$ cat config.mk
export PLATFORM = sky130hd
export DESIGN_NAME = bounded_ordered_list_engine
export DESIGN_NICKNAME = d
export VERILOG_FILES = /design/src/design/bole_pkg.sv /design/src/design/bole_ram.sv /design/src/design/bole_ctrl.sv /design/src/design/bole_dpath.sv /design/src/design/bounded_ordered_list_engine.sv
export SDC_FILE = /design/constraint.sdc
export NUM_CORES = 1
export LEC_CHECK = 0
export BUFFER_PORTS_ARGS = -buffer_cell sky130_fd_sc_hd__buf_4
export CORE_UTILIZATION = 30
export DETAILED_ROUTE_END_ITERATION = 10
export SLEW_MARGIN = 20
export SYNTH_ARGS = -nofsm -noshare
export SYNTH_HDL_FRONTEND = slang
export SYNTH_SLANG_ARGS = --single-unit
$ cat constraint.sdc
create_clock -name clock -period 6.5 [get_ports clock]
set_clock_uncertainty 0.15 [all_clocks]
set_input_delay 1.3 -clock clock [delete_from_list [all_inputs] [get_ports clock]]
set_output_delay 1.3 -clock clock [all_outputs]
set_load 0.005 [all_outputs]
$ cat src/design/bole_pkg.sv
// Package for the bounded ordered list engine: sizes, request and status codes,
// channel payload structs, controller states and the controller/datapath command set.
// No dependencies.
`timescale 1ns / 1ps
`default_nettype none

package bole_pkg;

   // Sizes
   localparam int DEPTH     = 16;
   localparam int IDX_W     = $clog2(DEPTH);
   localparam int CNT_W     = $clog2(DEPTH + 1);
   localparam int VAL_W     = 32;
   localparam int REQ_W     = 4;
   localparam int POS_W     = 8;
   localparam int ST_W      = 3;
   localparam int CNT_OUT_W = 5;
   localparam int CMP_W     = ((CNT_W > POS_W) ? CNT_W : POS_W) + 1;

   // Request codes
   typedef enum logic [REQ_W-1:0] {
      REQ_INS_FRONT = 4'd0,
      REQ_INS_REAR  = 4'd1,
      REQ_INS_POS   = 4'd2,
      REQ_DEL_FRONT = 4'd3,
      REQ_DEL_REAR  = 4'd4,
      REQ_DEL_POS   = 4'd5,
      REQ_DEL_KEY   = 4'd6,
      REQ_REVERSE   = 4'd7,
      REQ_LIST      = 4'd8
   } req_code_type;

   // Result status codes
   typedef enum logic [ST_W-1:0] {
      ST_OK     = 3'd0,
      ST_EMPTY  = 3'd1,
      ST_BADPOS = 3'd2,
      ST_NOKEY  = 3'd3,
      ST_FULL   = 3'd4
   } status_type;

   typedef struct packed {
      logic [REQ_W-1:0]        req_type;
      logic signed [VAL_W-1:0] operand_value;
      logic [POS_W-1:0]        position;
   } request_type;

   typedef struct packed {
      logic [ST_W-1:0]         status;
      logic signed [VAL_W-1:0] result_value;
      logic [CNT_OUT_W-1:0]    entry_count;
      logic                    last;
   } response_type;

   // Controller states
   typedef enum logic [3:0] {
      S_IDLE,
      S_DECODE,
      S_INS_RD,
      S_INS_MV,
      S_INS_PUT,
      S_DEL_CAP,
      S_DEL_MV,
      S_DEL_END,
      S_KEY_CMP,
      S_REV_RDI,
      S_REV_RDJ,
      S_REV_WRI,
      S_REV_WRJ,
      S_LIST,
      S_DONE
   } state_type;

   // Datapath operations, one per cycle
   typedef enum logic [4:0] {
      DP_NOP,
      DP_LATCH,
      DP_INS_START,
      DP_INS_RD,
      DP_INS_MV,
      DP_INS_PUT,
      DP_DEL_START,
      DP_DEL_CAP,
      DP_DEL_MV,
      DP_DEL_END,
      DP_SCAN_START,
      DP_KEY_NEXT,
      DP_REV_START,
      DP_REV_RDI,
      DP_REV_RDJ,
      DP_REV_WRI,
      DP_REV_WRJ,
      DP_LIST_EMIT,
      DP_FINISH
   } dp_op_type;

   typedef struct packed {
      dp_op_type  op;
      logic       st_load;
      status_type st;
   } ctrl_cmd_type;

   typedef struct packed {
      logic [REQ_W-1:0] code;
      logic             count_zero;
      logic             count_one;
      logic             full;
      logic             ins_pos_bad;
      logic             del_pos_bad;
      logic             ptr_eq_end;
      logic             ptr_m1_eq_end;
      logic             ptr_p1_eq_cnt;
      logic             ptr_p2_eq_cnt;
      logic             rev_more;
      logic             key_match;
      logic             out_free;
   } dp_stat_type;

endpackage

`default_nettype wire

$ cat src/design/bole_ram.sv
// Generic single-write, single-read RAM with a registered read port.
// No dependencies.
`timescale 1ns / 1ps
`default_nettype none

module bole_ram #(
   parameter int WIDTH = 32,
   parameter int DEPTH = 16
) (
   input  wire logic                     clock,
   input  wire logic                     wr_en,
   input  wire logic [$clog2(DEPTH)-1:0] wr_addr,
   input  wire logic [WIDTH-1:0]         wr_data,
   input  wire logic                     rd_en,
   input  wire logic [$clog2(DEPTH)-1:0] rd_addr,
   output logic      [WIDTH-1:0]         rd_data
);

   logic [WIDTH-1:0] mem_ff [DEPTH];
   logic [WIDTH-1:0] rd_data_ff;

   always_ff @(posedge clock) begin
      if (wr_en) begin
         mem_ff[wr_addr] <= wr_data;
      end
      if (rd_en) begin
         rd_data_ff <= mem_ff[rd_addr];
      end
   end

   assign rd_data = rd_data_ff;

endmodule

`default_nettype wire

$ cat src/design/bole_ctrl.sv
// Controller for the ordered list engine: sequences each request over the datapath.
// Depends on bole_pkg.
`timescale 1ns / 1ps
`default_nettype none

module bole_ctrl (
   input  wire logic                  clock,
   input  wire logic                  reset,
   input  wire logic                  req_valid,
   output logic                       req_stall,
   input  wire bole_pkg::dp_stat_type stat,
   output bole_pkg::ctrl_cmd_type     cmd
);

   bole_pkg::state_type  state_ff;
   bole_pkg::state_type  state_in;
   bole_pkg::state_type  dec_next;
   bole_pkg::dp_op_type  dec_op;
   bole_pkg::status_type dec_st;

   always_ff @(posedge clock) begin
      if (reset) begin
         state_ff <= bole_pkg::S_IDLE;
      end else begin
         state_ff <= state_in;
      end
   end

   // Decode the latched request: early-out status or the first datapath step
   always_comb begin
      dec_next = bole_pkg::S_DONE;
      dec_op   = bole_pkg::DP_NOP;
      dec_st   = bole_pkg::ST_OK;
      case (stat.code)
         bole_pkg::REQ_INS_FRONT, bole_pkg::REQ_INS_REAR: begin
            if (stat.full) begin
               dec_st = bole_pkg::ST_FULL;
            end else begin
               dec_op   = bole_pkg::DP_INS_START;
               dec_next = bole_pkg::S_INS_RD;
            end
         end
         bole_pkg::REQ_INS_POS: begin
            if (stat.full) begin
               dec_st = bole_pkg::ST_FULL;
            end else if (stat.ins_pos_bad) begin
               dec_st = bole_pkg::ST_BADPOS;
            end else begin
               dec_op   = bole_pkg::DP_INS_START;
               dec_next = bole_pkg::S_INS_RD;
            end
         end
         bole_pkg::REQ_DEL_FRONT, bole_pkg::REQ_DEL_REAR: begin
            if (stat.count_zero) begin
               dec_st = bole_pkg::ST_EMPTY;
            end else begin
               dec_op   = bole_pkg::DP_DEL_START;
               dec_next = bole_pkg::S_DEL_CAP;
            end
         end
         bole_pkg::REQ_DEL_POS: begin
            if (stat.count_zero) begin
               dec_st = bole_pkg::ST_EMPTY;
            end else if (stat.del_pos_bad) begin
               dec_st = bole_pkg::ST_BADPOS;
            end else begin
               dec_op   = bole_pkg::DP_DEL_START;
               dec_next = bole_pkg::S_DEL_CAP;
            end
         end
         bole_pkg::REQ_DEL_KEY: begin
            if (stat.count_zero) begin
               dec_st = bole_pkg::ST_EMPTY;
            end else begin
               dec_op   = bole_pkg::DP_SCAN_START;
               dec_next = bole_pkg::S_KEY_CMP;
            end
         end
         bole_pkg::REQ_REVERSE: begin
            if (stat.count_zero) begin
               dec_st = bole_pkg::ST_EMPTY;
            end else if (!stat.count_one) begin
               dec_op   = bole_pkg::DP_REV_START;
               dec_next = bole_pkg::S_REV_RDI;
            end
         end
         bole_pkg::REQ_LIST: begin
            if (stat.count_zero) begin
               dec_st = bole_pkg::ST_EMPTY;
            end else begin
               dec_op   = bole_pkg::DP_SCAN_START;
               dec_next = bole_pkg::S_LIST;
            end
         end
         default: begin
            dec_st = bole_pkg::ST_OK;
         end
      endcase
   end

   // Next state
   always_comb begin
      state_in = state_ff;
      case (state_ff)
         bole_pkg::S_IDLE: begin
            if (req_valid) begin
               state_in = bole_pkg::S_DECODE;
            end
         end
         bole_pkg::S_DECODE: begin
            state_in = dec_next;
         end
         bole_pkg::S_INS_RD: begin
            state_in = stat.ptr_eq_end ? bole_pkg::S_INS_PUT : bole_pkg::S_INS_MV;
         end
         bole_pkg::S_INS_MV: begin
            if (stat.ptr_m1_eq_end) begin
               state_in = bole_pkg::S_INS_PUT;
            end
         end
         bole_pkg::S_INS_PUT: begin
            state_in = bole_pkg::S_DONE;
         end
         bole_pkg::S_DEL_CAP: begin
            state_in = stat.ptr_p1_eq_cnt ? bole_pkg::S_DEL_END : bole_pkg::S_DEL_MV;
         end
         bole_pkg::S_DEL_MV: begin
            if (stat.ptr_p2_eq_cnt) begin
               state_in = bole_pkg::S_DEL_END;
            end
         end
         bole_pkg::S_DEL_END: begin
            state_in = bole_pkg::S_DONE;
         end
         bole_pkg::S_KEY_CMP: begin
            if (stat.key_match) begin
               state_in = bole_pkg::S_DEL_CAP;
            end else if (stat.ptr_p1_eq_cnt) begin
               state_in = bole_pkg::S_DONE;
            end
         end
         bole_pkg::S_REV_RDI: begin
            state_in = bole_pkg::S_REV_RDJ;
         end
         bole_pkg::S_REV_RDJ: begin
            state_in = bole_pkg::S_REV_WRI;
         end
         bole_pkg::S_REV_WRI: begin
            state_in = bole_pkg::S_REV_WRJ;
         end
         bole_pkg::S_REV_WRJ: begin
            state_in = stat.rev_more ? bole_pkg::S_REV_RDI : bole_pkg::S_DONE;
         end
         bole_pkg::S_LIST: begin
            if (stat.out_free && stat.ptr_p1_eq_cnt) begin
               state_in = bole_pkg::S_IDLE;
            end
         end
         bole_pkg::S_DONE: begin
            if (stat.out_free) begin
               state_in = bole_pkg::S_IDLE;
            end
         end
         default: begin
            state_in = bole_pkg::S_IDLE;
         end
      endcase
   end

   // Outputs
   always_comb begin
      cmd.op      = bole_pkg::DP_NOP;
      cmd.st_load = 1'b0;
      cmd.st      = bole_pkg::ST_OK;
      req_stall   = (state_ff != bole_pkg::S_IDLE);
      case (state_ff)
         bole_pkg::S_IDLE: begin
            if (req_valid) begin
               cmd.op = bole_pkg::DP_LATCH;
            end
         end
         bole_pkg::S_DECODE: begin
            cmd.op      = dec_op;
            cmd.st_load = 1'b1;
            cmd.st      = dec_st;
         end
         bole_pkg::S_INS_RD: begin
            if (!stat.ptr_eq_end) begin
               cmd.op = bole_pkg::DP_INS_RD;
            end
         end
         bole_pkg::S_INS_MV: begin
            cmd.op = bole_pkg::DP_INS_MV;
         end
         bole_pkg::S_INS_PUT: begin
            cmd.op = bole_pkg::DP_INS_PUT;
         end
         bole_pkg::S_DEL_CAP: begin
            cmd.op = bole_pkg::DP_DEL_CAP;
         end
         bole_pkg::S_DEL_MV: begin
            cmd.op = bole_pkg::DP_DEL_MV;
         end
         bole_pkg::S_DEL_END: begin
            cmd.op = bole_pkg::DP_DEL_END;
         end
         bole_pkg::S_KEY_CMP: begin
            // hold read data on a match so the delete step sees it
            if (!stat.key_match) begin
               if (stat.ptr_p1_eq_cnt) begin
                  cmd.st_load = 1'b1;
                  cmd.st      = bole_pkg::ST_NOKEY;
               end else begin
                  cmd.op = bole_pkg::DP_KEY_NEXT;
               end
            end
         end
         bole_pkg::S_REV_RDI: begin
            cmd.op = bole_pkg::DP_REV_RDI;
         end
         bole_pkg::S_REV_RDJ: begin
            cmd.op = bole_pkg::DP_REV_RDJ;
         end
         bole_pkg::S_REV_WRI: begin
            cmd.op = bole_pkg::DP_REV_WRI;
         end
         bole_pkg::S_REV_WRJ: begin
            cmd.op = bole_pkg::DP_REV_WRJ;
         end
         bole_pkg::S_LIST: begin
            if (stat.out_free) begin
               cmd.op = bole_pkg::DP_LIST_EMIT;
            end
         end
         bole_pkg::S_DONE: begin
            if (stat.out_free) begin
               cmd.op = bole_pkg::DP_FINISH;
            end
         end
         default: begin
            cmd.op = bole_pkg::DP_NOP;
         end
      endcase
   end

endmodule

`default_nettype wire

$ cat src/design/bole_dpath.sv
// Datapath for the ordered list engine: entry store, count, pointers and the
// result register. Depends on bole_pkg and bole_ram.
`timescale 1ns / 1ps
`default_nettype none

module bole_dpath (
   input  wire logic                   clock,
   input  wire logic                   reset,
   input  wire bole_pkg::request_type  req_data,
   output logic                        rsp_valid,
   input  wire logic                   rsp_stall,
   output bole_pkg::response_type      rsp_data,
   input  wire bole_pkg::ctrl_cmd_type cmd,
   output bole_pkg::dp_stat_type       stat
);

   localparam int CNT_W = bole_pkg::CNT_W;
   localparam int IDX_W = bole_pkg::IDX_W;
   localparam int VAL_W = bole_pkg::VAL_W;
   localparam int CMP_W = bole_pkg::CMP_W;

   bole_pkg::request_type  req_ff, req_in;
   bole_pkg::response_type rsp_ff, rsp_in;
   bole_pkg::status_type   st_ff, st_in;
   logic                   rsp_valid_ff, rsp_valid_in;
   logic [CNT_W-1:0]       count_ff, count_in;
   logic [CNT_W-1:0]       ptr_ff, ptr_in;
   logic [CNT_W-1:0]       end_ff, end_in;
   logic [VAL_W-1:0]       dval_ff, dval_in;
   logic [VAL_W-1:0]       hold_ff, hold_in;

   logic [CNT_W-1:0] ptr_p1, ptr_p2, ptr_m1, ptr_m2, end_m1, count_p1, count_m1;
   logic [CNT_W-1:0] pos_m1, ins_idx, del_idx;
   logic [CMP_W-1:0] cnt_ext, pos_ext;
   logic             emit;

   logic             wr_en, rd_en;
   logic [IDX_W-1:0] wr_addr, rd_addr;
   logic [VAL_W-1:0] wr_data, ram_rdata;

   bole_ram #(
      .WIDTH (VAL_W),
      .DEPTH (bole_pkg::DEPTH)
   ) u_store (
      .clock   (clock),
      .wr_en   (wr_en),
      .wr_addr (wr_addr),
      .wr_data (wr_data),
      .rd_en   (rd_en),
      .rd_addr (rd_addr),
      .rd_data (ram_rdata)
   );

   always_ff @(posedge clock) begin
      if (reset) begin
         count_ff     <= '0;
         rsp_valid_ff <= 1'b0;
      end else begin
         count_ff     <= count_in;
         rsp_valid_ff <= rsp_valid_in;
      end
      req_ff  <= req_in;
      rsp_ff  <= rsp_in;
      st_ff   <= st_in;
      ptr_ff  <= ptr_in;
      end_ff  <= end_in;
      dval_ff <= dval_in;
      hold_ff <= hold_in;
   end

   assign ptr_p1   = ptr_ff + CNT_W'(1);
   assign ptr_p2   = ptr_ff + CNT_W'(2);
   assign ptr_m1   = ptr_ff - CNT_W'(1);
   assign ptr_m2   = ptr_ff - CNT_W'(2);
   assign end_m1   = end_ff - CNT_W'(1);
   assign count_p1 = count_ff + CNT_W'(1);
   assign count_m1 = count_ff - CNT_W'(1);
   assign pos_m1   = CNT_W'(req_ff.position - bole_pkg::POS_W'(1));
   assign cnt_ext  = CMP_W'(count_ff);
   assign pos_ext  = CMP_W'(req_ff.position);

   always_comb begin
      case (req_ff.req_type)
         bole_pkg::REQ_INS_FRONT: ins_idx = '0;
         bole_pkg::REQ_INS_REAR:  ins_idx = count_ff;
         default:                 ins_idx = pos_m1;
      endcase
      case (req_ff.req_type)
         bole_pkg::REQ_DEL_FRONT: del_idx = '0;
         bole_pkg::REQ_DEL_REAR:  del_idx = count_m1;
         default:                 del_idx = pos_m1;
      endcase
   end

   always_comb begin
      stat.code          = req_ff.req_type;
      stat.count_zero    = (count_ff == '0);
      stat.count_one     = (count_ff == CNT_W'(1));
      stat.full          = (count_ff == CNT_W'(bole_pkg::DEPTH));
      stat.ins_pos_bad   = (pos_ext == '0) || (pos_ext > cnt_ext + CMP_W'(1));
      stat.del_pos_bad   = (pos_ext == '0) || (pos_ext > cnt_ext);
      stat.ptr_eq_end    = (ptr_ff == end_ff);
      stat.ptr_m1_eq_end = (ptr_m1 == end_ff);
      stat.ptr_p1_eq_cnt = (ptr_p1 == count_ff);
      stat.ptr_p2_eq_cnt = (ptr_p2 == count_ff);
      stat.rev_more      = (ptr_p1 < end_m1);
      stat.key_match     = (ram_rdata == $unsigned(req_ff.operand_value));
      stat.out_free      = !rsp_valid_ff || !rsp_stall;
   end

   always_comb begin
      req_in   = req_ff;
      rsp_in   = rsp_ff;
      st_in    = st_ff;
      count_in = count_ff;
      ptr_in   = ptr_ff;
      end_in   = end_ff;
      dval_in  = dval_ff;
      hold_in  = hold_ff;
      emit     = 1'b0;
      rd_en    = 1'b0;
      rd_addr  = ptr_ff[IDX_W-1:0];
      wr_en    = 1'b0;
      wr_addr  = ptr_ff[IDX_W-1:0];
      wr_data  = ram_rdata;

      if (cmd.st_load) begin
         st_in = cmd.st;
      end

      case (cmd.op)
         bole_pkg::DP_LATCH: begin
            req_in  = req_data;
            dval_in = '0;
         end
         bole_pkg::DP_INS_START: begin
            ptr_in = count_ff;
            end_in = ins_idx;
         end
         bole_pkg::DP_INS_RD: begin
            rd_en   = 1'b1;
            rd_addr = ptr_m1[IDX_W-1:0];
         end
         bole_pkg::DP_INS_MV: begin
            // move one entry toward the rear, fetch the next one down
            wr_en   = 1'b1;
            rd_en   = 1'b1;
            rd_addr = ptr_m2[IDX_W-1:0];
            ptr_in  = ptr_m1;
         end
         bole_pkg::DP_INS_PUT: begin
            wr_en    = 1'b1;
            wr_addr  = end_ff[IDX_W-1:0];
            wr_data  = $unsigned(req_ff.operand_value);
            count_in = count_p1;
         end
         bole_pkg::DP_DEL_START: begin
            rd_en   = 1'b1;
            rd_addr = del_idx[IDX_W-1:0];
            ptr_in  = del_idx;
         end
         bole_pkg::DP_DEL_CAP: begin
            dval_in = ram_rdata;
            rd_en   = 1'b1;
            rd_addr = ptr_p1[IDX_W-1:0];
         end
         bole_pkg::DP_DEL_MV: begin
            // move one entry toward the front, fetch the next one up
            wr_en   = 1'b1;
            rd_en   = 1'b1;
            rd_addr = ptr_p2[IDX_W-1:0];
            ptr_in  = ptr_p1;
         end
         bole_pkg::DP_DEL_END: begin
            count_in = count_m1;
         end
         bole_pkg::DP_SCAN_START: begin
            rd_en   = 1'b1;
            rd_addr = '0;
            ptr_in  = '0;
         end
         bole_pkg::DP_KEY_NEXT: begin
            rd_en   = 1'b1;
            rd_addr = ptr_p1[IDX_W-1:0];
            ptr_in  = ptr_p1;
         end
         bole_pkg::DP_REV_START: begin
            ptr_in = '0;
            end_in = count_m1;
         end
         bole_pkg::DP_REV_RDI: begin
            rd_en = 1'b1;
         end
         bole_pkg::DP_REV_RDJ: begin
            hold_in = ram_rdata;
            rd_en   = 1'b1;
            rd_addr = end_ff[IDX_W-1:0];
         end
         bole_pkg::DP_REV_WRI: begin
            wr_en = 1'b1;
         end
         bole_pkg::DP_REV_WRJ: begin
            wr_en   = 1'b1;
            wr_addr = end_ff[IDX_W-1:0];
            wr_data = hold_ff;
            ptr_in  = ptr_p1;
            end_in  = end_m1;
         end
         bole_pkg::DP_LIST_EMIT: begin
            emit                = 1'b1;
            rsp_in.status       = bole_pkg::ST_OK;
            rsp_in.result_value = $signed(ram_rdata);
            rsp_in.entry_count  = bole_pkg::CNT_OUT_W'(count_ff);
            rsp_in.last         = (ptr_p1 == count_ff);
            rd_en               = 1'b1;
            rd_addr             = ptr_p1[IDX_W-1:0];
            ptr_in              = ptr_p1;
         end
         bole_pkg::DP_FINISH: begin
            emit                = 1'b1;
            rsp_in.status       = st_ff;
            rsp_in.result_value = $signed(dval_ff);
            rsp_in.entry_count  = bole_pkg::CNT_OUT_W'(count_ff);
            rsp_in.last         = 1'b1;
         end
         default: begin
            emit = 1'b0;
         end
      endcase

      rsp_valid_in = emit || (rsp_valid_ff && rsp_stall);
   end

   assign rsp_valid = rsp_valid_ff;
   assign rsp_data  = rsp_ff;

   // A new result never overwrites one that is still stalled
   a_no_overwrite: assert property (@(posedge clock) disable iff (reset)
      (emit && rsp_valid_ff) |-> !rsp_stall)
      else $error("result register overwritten while stalled");

   // Inserts only complete on a list with room, deletes only on a non-empty one
   a_ins_room: assert property (@(posedge clock) disable iff (reset)
      (cmd.op == bole_pkg::DP_INS_PUT) |-> (count_ff < CNT_W'(bole_pkg::DEPTH)))
      else $error("insert on a full list");

   a_del_nonempty: assert property (@(posedge clock) disable iff (reset)
      (cmd.op == bole_pkg::DP_DEL_END) |-> (count_ff != '0))
      else $error("delete on an empty list");

   // The count moves only on the insert and delete completion steps
   a_count_steps: assert property (@(posedge clock) disable iff (reset)
      !$stable(count_ff) |-> ($past(reset) || $past(cmd.op == bole_pkg::DP_INS_PUT)
                              || $past(cmd.op == bole_pkg::DP_DEL_END)))
      else $error("entry count changed outside an insert or delete");

   // Store write addresses stay below the store depth
   a_wr_range: assert property (@(posedge clock) disable iff (reset)
      wr_en |-> (CNT_W'(wr_addr) < CNT_W'(bole_pkg::DEPTH)))
      else $error("store write out of range");

endmodule

`default_nettype wire

$ cat src/design/bounded_ordered_list_engine.sv
// Top level of the bounded ordered list engine: controller plus datapath.
// Depends on bole_pkg, bole_ctrl, bole_dpath (and bole_ram below it).
//
//   channel  direction  handshake               payload
//   req_     in         req_valid / req_stall   bole_pkg::request_type  (one request)
//   rsp_     out        rsp_valid / rsp_stall   bole_pkg::response_type (one result)
//
// One request at a time. After acceptance, with the result register free: an early-out
// status goes from decode to the result; insert shifts one entry toward the rear per step,
// then puts the new one; delete captures the entry, then shifts one per step to the front;
// delete by key adds a compare step per entry scanned; reverse reads and writes each pair;
// a listing emits one result per entry. The single read and single write port of the entry
// store limits the shifts to one entry moved per cycle.
// Reset (synchronous) empties the list; the store itself is not cleared.
// A stalled result holds in the output register while the next request is accepted;
// a listing advances only as results are taken.
`timescale 1ns / 1ps
`default_nettype none

module bounded_ordered_list_engine (
   input  wire logic                   clock,
   input  wire logic                   reset,
   input  wire logic                   req_valid,
   output logic                        req_stall,
   input  wire bole_pkg::request_type  req_data,
   output logic                        rsp_valid,
   input  wire logic                   rsp_stall,
   output bole_pkg::response_type      rsp_data
);

   // Command and status between the sequencer and the datapath
   bole_pkg::ctrl_cmd_type cmd;
   bole_pkg::dp_stat_type  stat;

   // Sequence each request: decode, shift, scan or swap, then hand a result out
   bole_ctrl u_ctrl (
      .clock     (clock),
      .reset     (reset),
      .req_valid (req_valid),
      .req_stall (req_stall),
      .stat      (stat),
      .cmd       (cmd)
   );

   // Hold the entries, the count and the result register
   bole_dpath u_dpath (
      .clock     (clock),
      .reset     (reset),
      .req_data  (req_data),
      .rsp_valid (rsp_valid),
      .rsp_stall (rsp_stall),
      .rsp_data  (rsp_data),
      .cmd       (cmd),
      .stat      (stat)
   );

endmodule

`default_nettype wire
## Word-level counts from Yosys, hierarchy flattened

Memories as Yosys holds them, arrays and structs flattened. A register that Yosys moved wholly into a read port is not among the register bits.
Cells that the tools add are included.

- Register bits: 172
- Bits in writable memories: 512
- Input port bits: 48
- Output and inout port bits: 43
- Logic and storage cells: 175
- Memories: 1

Memories:

| name | depth | width | rd ports | clocked after memory_dff | wr ports | line | RTL |
|---|---|---|---|---|---|---|---|
| u_dpath.u_store.mem_ff | 16 | 32 | 1 | 1 | 1 | bole_ram.sv:19 | `logic [WIDTH-1:0] mem_ff [DEPTH];` |

- $add $sub $neg: 9
- $lt $le $gt $ge: 3
- Eq/ne operators: 53
- Muxes and demuxes: 63
- Reductions and logical operators: 31

Operators by type and width:

| kind | number |
|---|---|
| $pmux W32 S2 | 2 |
| $pmux W41 S2 | 1 |
| $mux W4 | 19 |
| $pmux W5 S15 | 1 |
| $pmux W4 S14 | 1 |
| $pmux W4 S7 | 2 |
| $eq A5 B4 Y1 const B | 8 |
| $eq A32 B32 Y1 | 1 |
| $eq A4 B3 Y1 const B | 8 |
| $eq A4 B4 Y1 const B | 8 |
| $pmux W5 S2 | 3 |
| $pmux W5 S6 | 1 |
| $mux W3 | 9 |
| $mux W5 | 5 |
| $pmux W5 S5 | 1 |
| $eq A5 B3 Y1 const B | 4 |
| $eq A5 B5 Y1 | 4 |
| $eq A5 B5 Y1 const B | 4 |
| $sub A5 B1 Y5 const B | 4 |
| $eq A4 B2 Y1 const B | 4 |
| $pmux W5 S3 | 1 |
| $reduce_or A2 Y1 | 7 |
| $mux W2 | 6 |
| $pmux W3 S4 | 1 |
| other kinds (31) | 54 |

## Longest topological paths before layout

- Word-level depth: 12
- Mapped depth: 19

## By module

Synthesis repeated with hierarchy kept, for this count alone.

- Cell total of the unflattened synthesis: 1716
- Area, all modules: 29841.1 um^2

By module, submodules not included:

| module | times used | cells an instance | area each (um^2) | sequential area each (um^2) |
|---|---|---|---|---|
| bole_ram | 1 | 838 | 20155.6 | 16335.7 |
| bole_dpath | 1 | 742 | 8792.2 | 4984.8 |
| bole_ctrl | 1 | 136 | 893.4 | 80.1 |

## Least setup slack after synthesis

OpenSTA, ideal clock, no wires.

- Path kind: reg-to-reg
- Start: reg u_dpath.count_ff[0]
- End: mem u_dpath.u_store.mem_ff[5][0], enable pin
- Library setup time: 0.421 ns
- Data arrival time: 5.136 ns
- Data required time: 5.929 ns
- Path slack: 0.792 ns
- Cell stages (with the launch flop): 17
- Buffers on the path: 3
- Path through: dfxtp_1 > clkbuf_1 > inv_1 > nor3_1 > xnor2_1 > ha_1 > nand4_1 > or3b_1 > a21oi_1 > nor4_1 > or3b_1 > buf_2 > nor4b_1 > or2_2 > clkbuf_1 > a32oi_1 > nor2_1

- Longest elaborated chain between the ends: 12
- Elaborated cells between the ends (all ways): 33

RTL lines:

| what | line | RTL |
|---|---|---|
| from (decl) | bole_dpath.sv:26 | `logic [CNT_W-1:0] count_ff, count_in;` |
| from (signal assigned) | bole_dpath.sv:59 | `count_ff <= count_in;` |
| $add A5 B1 Y6 | bole_dpath.sv:100 | `stat.ins_pos_bad = (pos_ext == '0) \|\| (pos_ext > cnt_ext + CMP_W'(1));` |
| $gt A8 B6 Y1 | bole_dpath.sv:100 |  |
| $logic_or A1 B1 Y1 | bole_dpath.sv:100 |  |
| $mux W2 | bole_ctrl.sv:46 | `end else if (stat.ins_pos_bad) begin` |
| $mux W5 | bole_ctrl.sv:44 | `if (stat.full) begin` |
| $pmux W5 S6 | bole_ctrl.sv:34 | `case (stat.code)` |
| $pmux W5 S15 * | bole_ctrl.sv:176 | `case (state_ff)` |
| $eq A5 B4 Y1 (tied with other cells) | bole_dpath.sv:131 | `case (cmd.op)` |
| $reduce_or A5 Y1 (no source line) | - |  |
| $mux W1 | bole_dpath.sv:131 |  |
| $mux W1 | bole_ram.sv:23 | `if (wr_en) begin` |
| $mux W1 (implied by the code) | bole_ram.sv:24 | `mem_ff[wr_addr] <= wr_data;` |
| to (decl) | bole_ram.sv:19 |  |

Mark *: on every way between the ends. The rest lies on a longest branch, timed or not.

## Final worst setup path

- Start: reg u_dpath.count_ff[0]
- End: mem u_dpath.u_store.mem_ff[7][14], enable pin

Same word-level chain as after synthesis.

==> out/metrics.csv <==
metric;value;unit
status;complete, no violations;
post-synthesis adder-cell area fraction;1.02;%
Slew @ Worst Pin;1.14;ns
unrepaired setup endpoints after global routing;no;
Worst Path Arrival;5.98;ns
syn avg cell area;13.9;um2
DR vias/cell;5.58;
Setup Fix Bufs, Post-CTS;0;
port bufs;90;
R2R setup slack;0.73;ns
vias in the first global route;21000;
Max Freq;173;MHz
Post-synth EDFFs;706;
Final Max Tran Viols;0;
yosys warns;0;
Crit Path Max Fanout;21;
post-CTS sizing;0;
Reg clk slew, reported paths;0.06;ns
Synth async-reset ratio;0;%
area fraction in compound gates after synthesis;14.9;%
Root Buffer;clkbuf_16;
worst hold start;u_dpath.dval_ff[29];
Setup CP Type;reg -> reg;
clock latency on the worst-skew pair;0.64;ns
hold buffers post-CTS;0;
Simple-Gate Fraction of Synth Area;8.55;%
total gr overflow;0;
Hold Crit Class;reg -> reg;
total core area;109000;um2
area of the mapped netlist;32900;um2
max cap viols;0;
Seq cells post-synth;716;
WHS Path Cells;2;
largest family of logic cells by synthesized area;compound AO/OA/AOI/OAI gates;
Worst setup EP type;flop;
Syn Inst Count;2361;
Die Area;111000;um2
hold endpoint;u_dpath.rsp_data[35];
Setup TNS;0;ns
CP startpoint kind;flop;
fraction of layout cells with a size suffix above 1;17.4;%
Initial Utilization;30.2;%
Tcrit/Tclk final;88.8;%
chip height;333;um
Num CTS Buffers;74;
Netlist cell types;88;
Worst R2R Start;u_dpath.count_ff[0];
First-pass DRT Iterations;6;
H-Tree Level Count;3;
Mapped Nets;2435;
diode count;0;
DRC violations left;0;
largest net degree at the start of global routing;100;
detail-routed net length per standard cell;23.9;um
multiplexer share of the synthesized area;5.54;%
DIE WIDTH;333;um
clk buf depth;3;
DRT Wirelength;92200;um
RR Endpoint;u_dpath.u_store.mem_ff[7][14];
Slew headroom;23.8;%
worst r2r path cells;15;
Post-DRT Antenna Nets;0;
synthesis-to-layout area growth;14.7;%
CTS tree;yes;
nets;2471;
Tmin final;5.77;ns
DP HPWL;55000;um
clk sinks;716;
DRT iter0 DRCs;2214;
first-pass GRT wire length;139000;um
sequential fraction of the synthesis area;65.0;%
DR vias;21600;
Core Rows;121;
XOR/XNOR Fraction of Synth Area;1.83;%
All-Layer GR Usage;16.3;%
Final Hold Viols;0;
ys flop type;edfxtp_1;
num ports;91;
Critical Path RT;6.71;ns
antenna violations before repair;0;
routability cong.;0.864;
Final setup viols;0;
==> worst max-delay path: stages, from the launching register on <==
cell	delay [ns]
dfxtp_1	0.59
inv_1	0.18
nor3_1	0.39
xnor2_1	0.17
ha_1	0.27
nand4_1	0.13
or3b_1	0.35
a21oi_1	0.30
nor4_1	0.19
or3b_1	0.57
nor4b_2	0.56
or2_2	0.27
nor3_1	0.06
a31oi_1	0.74
nor2_4	0.29
buf_12	0.26
==> routing by layer <==
| metal | track usage, % | share of wire, % |
|---|---|---|
| met1 | 22.4 | 43 |
| met2 | 26.4 | 47 |
| met3 | 2.37 | 7.0 |
| met4 | 5.16 | 2.2 |
| met5 | 0 | 0 |
==> cells in the mapped netlist (all sizes together) (45+ instances only) <==
master / instances / area [um2]
nand2: 243 / 912
edfxtp: 706 / 21200
a211oi: 100 / 751
mux2i: 97 / 971
nor2: 67 / 254
buf: 58 / 382
mux2: 66 / 852
a32oi: 98 / 858
and3: 130 / 813
a22oi: 45 / 343
clkbuf: 150 / 563
o311ai: 96 / 841
==> layout make-up <==
| class | count | area (um2) |
|---|---|---|
| clock buffers | 91 | 1960 |
| inverters | 24 | 90.1 |
| multi-input cells | 1413 | 10700 |
| repair buffers | 168 | 1410 |
| fillers | 10300 | 71100 |
| clock inverters | 40 | 419 |
| well taps | 1414 | 1770 |
| flip-flops and latches | 716 | 21400 |
==> logic make-up (layout without fill, tap and decap cells) <==
logic type | count (synthesis) | count (layout)
flip-flops | 716 | 716
AO/OA/AOI/OAI | 588 | 588
AND/OR/NAND/NOR | 568 | 568
buffers and inverters | 232 | 323
multiplexers | 163 | 163
XOR/XNOR | 67 | 67
adder cells (fa/ha/maj) | 27 | 27
==> registers in the layout, summed over array words and instances, names as in the netlist <==
name	flops
u_dpath.stat	4
u_ctrl.state_ff	4
u_dpath.u_store.rd_data	32
u_dpath.rsp_valid	1
u_dpath.req_ff	32
u_dpath.hold_ff	32
u_dpath.end_ff	5
u_dpath.dval_ff	32
u_dpath.ptr_ff	5
u_dpath.rsp_data	41
u_dpath.u_store.mem_ff	512
u_dpath.st_ff	3
u_dpath.count_ff	5
u_dpath.pos_ext	8
==> worst max path at each step <==
stage	from	to	slack, ns	cells past startpoint
floorplan	u_dpath.count_ff[0]	u_dpath.u_store.mem_ff[5][0]	0.79	16
global placement	u_dpath.count_ff[0]	u_dpath.u_store.mem_ff[7][14]	0.93	15
detailed placement	u_dpath.count_ff[0]	u_dpath.u_store.mem_ff[7][14]	0.83	15
CTS	u_dpath.count_ff[0]	u_dpath.u_store.mem_ff[7][14]	0.78	15
global route	u_dpath.count_ff[0]	u_dpath.u_store.mem_ff[7][14]	0.44	15
finish	u_dpath.count_ff[0]	u_dpath.u_store.mem_ff[7][14]	0.73	15
==> cells in the final DEF, fill, tap and decap left out, types with 24 or more instances in the layout <==
master     instances
edfxtp_1         706
nand2_1          241
buf_4            156
and3_1           129
a211oi_1         100
a32oi_1           98
mux2i_1           97
o311ai_0          96
clkbuf_16         76
nor2_1            47
a22oi_1           44
xor2_1            38
mux2_2            36
o21ai_0           33
o2111ai_1         33
o22a_1            32
a21oi_1           30
a2111oi_2         30
mux2_4            29
xnor2_1           28
ha_1              26
nand3_1           25
inv_1             24
==> metrics by stage <==
step	setup WS [ns]	cells	util [%]	hold WS, ns	instance area [um2]
detailed placement	0.834	3735	32.5	0.342	35400
global placement	0.932	3735	32.5	0.339	35400
finish	0.730	3866	34.7	0.350	37800
floorplan	0.792	2361	-	0.268	32900
global route	0.437	3866	34.7	0.376	37800
CTS	0.780	3866	34.7	0.350	37800
Power is not shown: default switching activity piles up to over one toggle a cycle in this logic, so the estimate is an artifact.
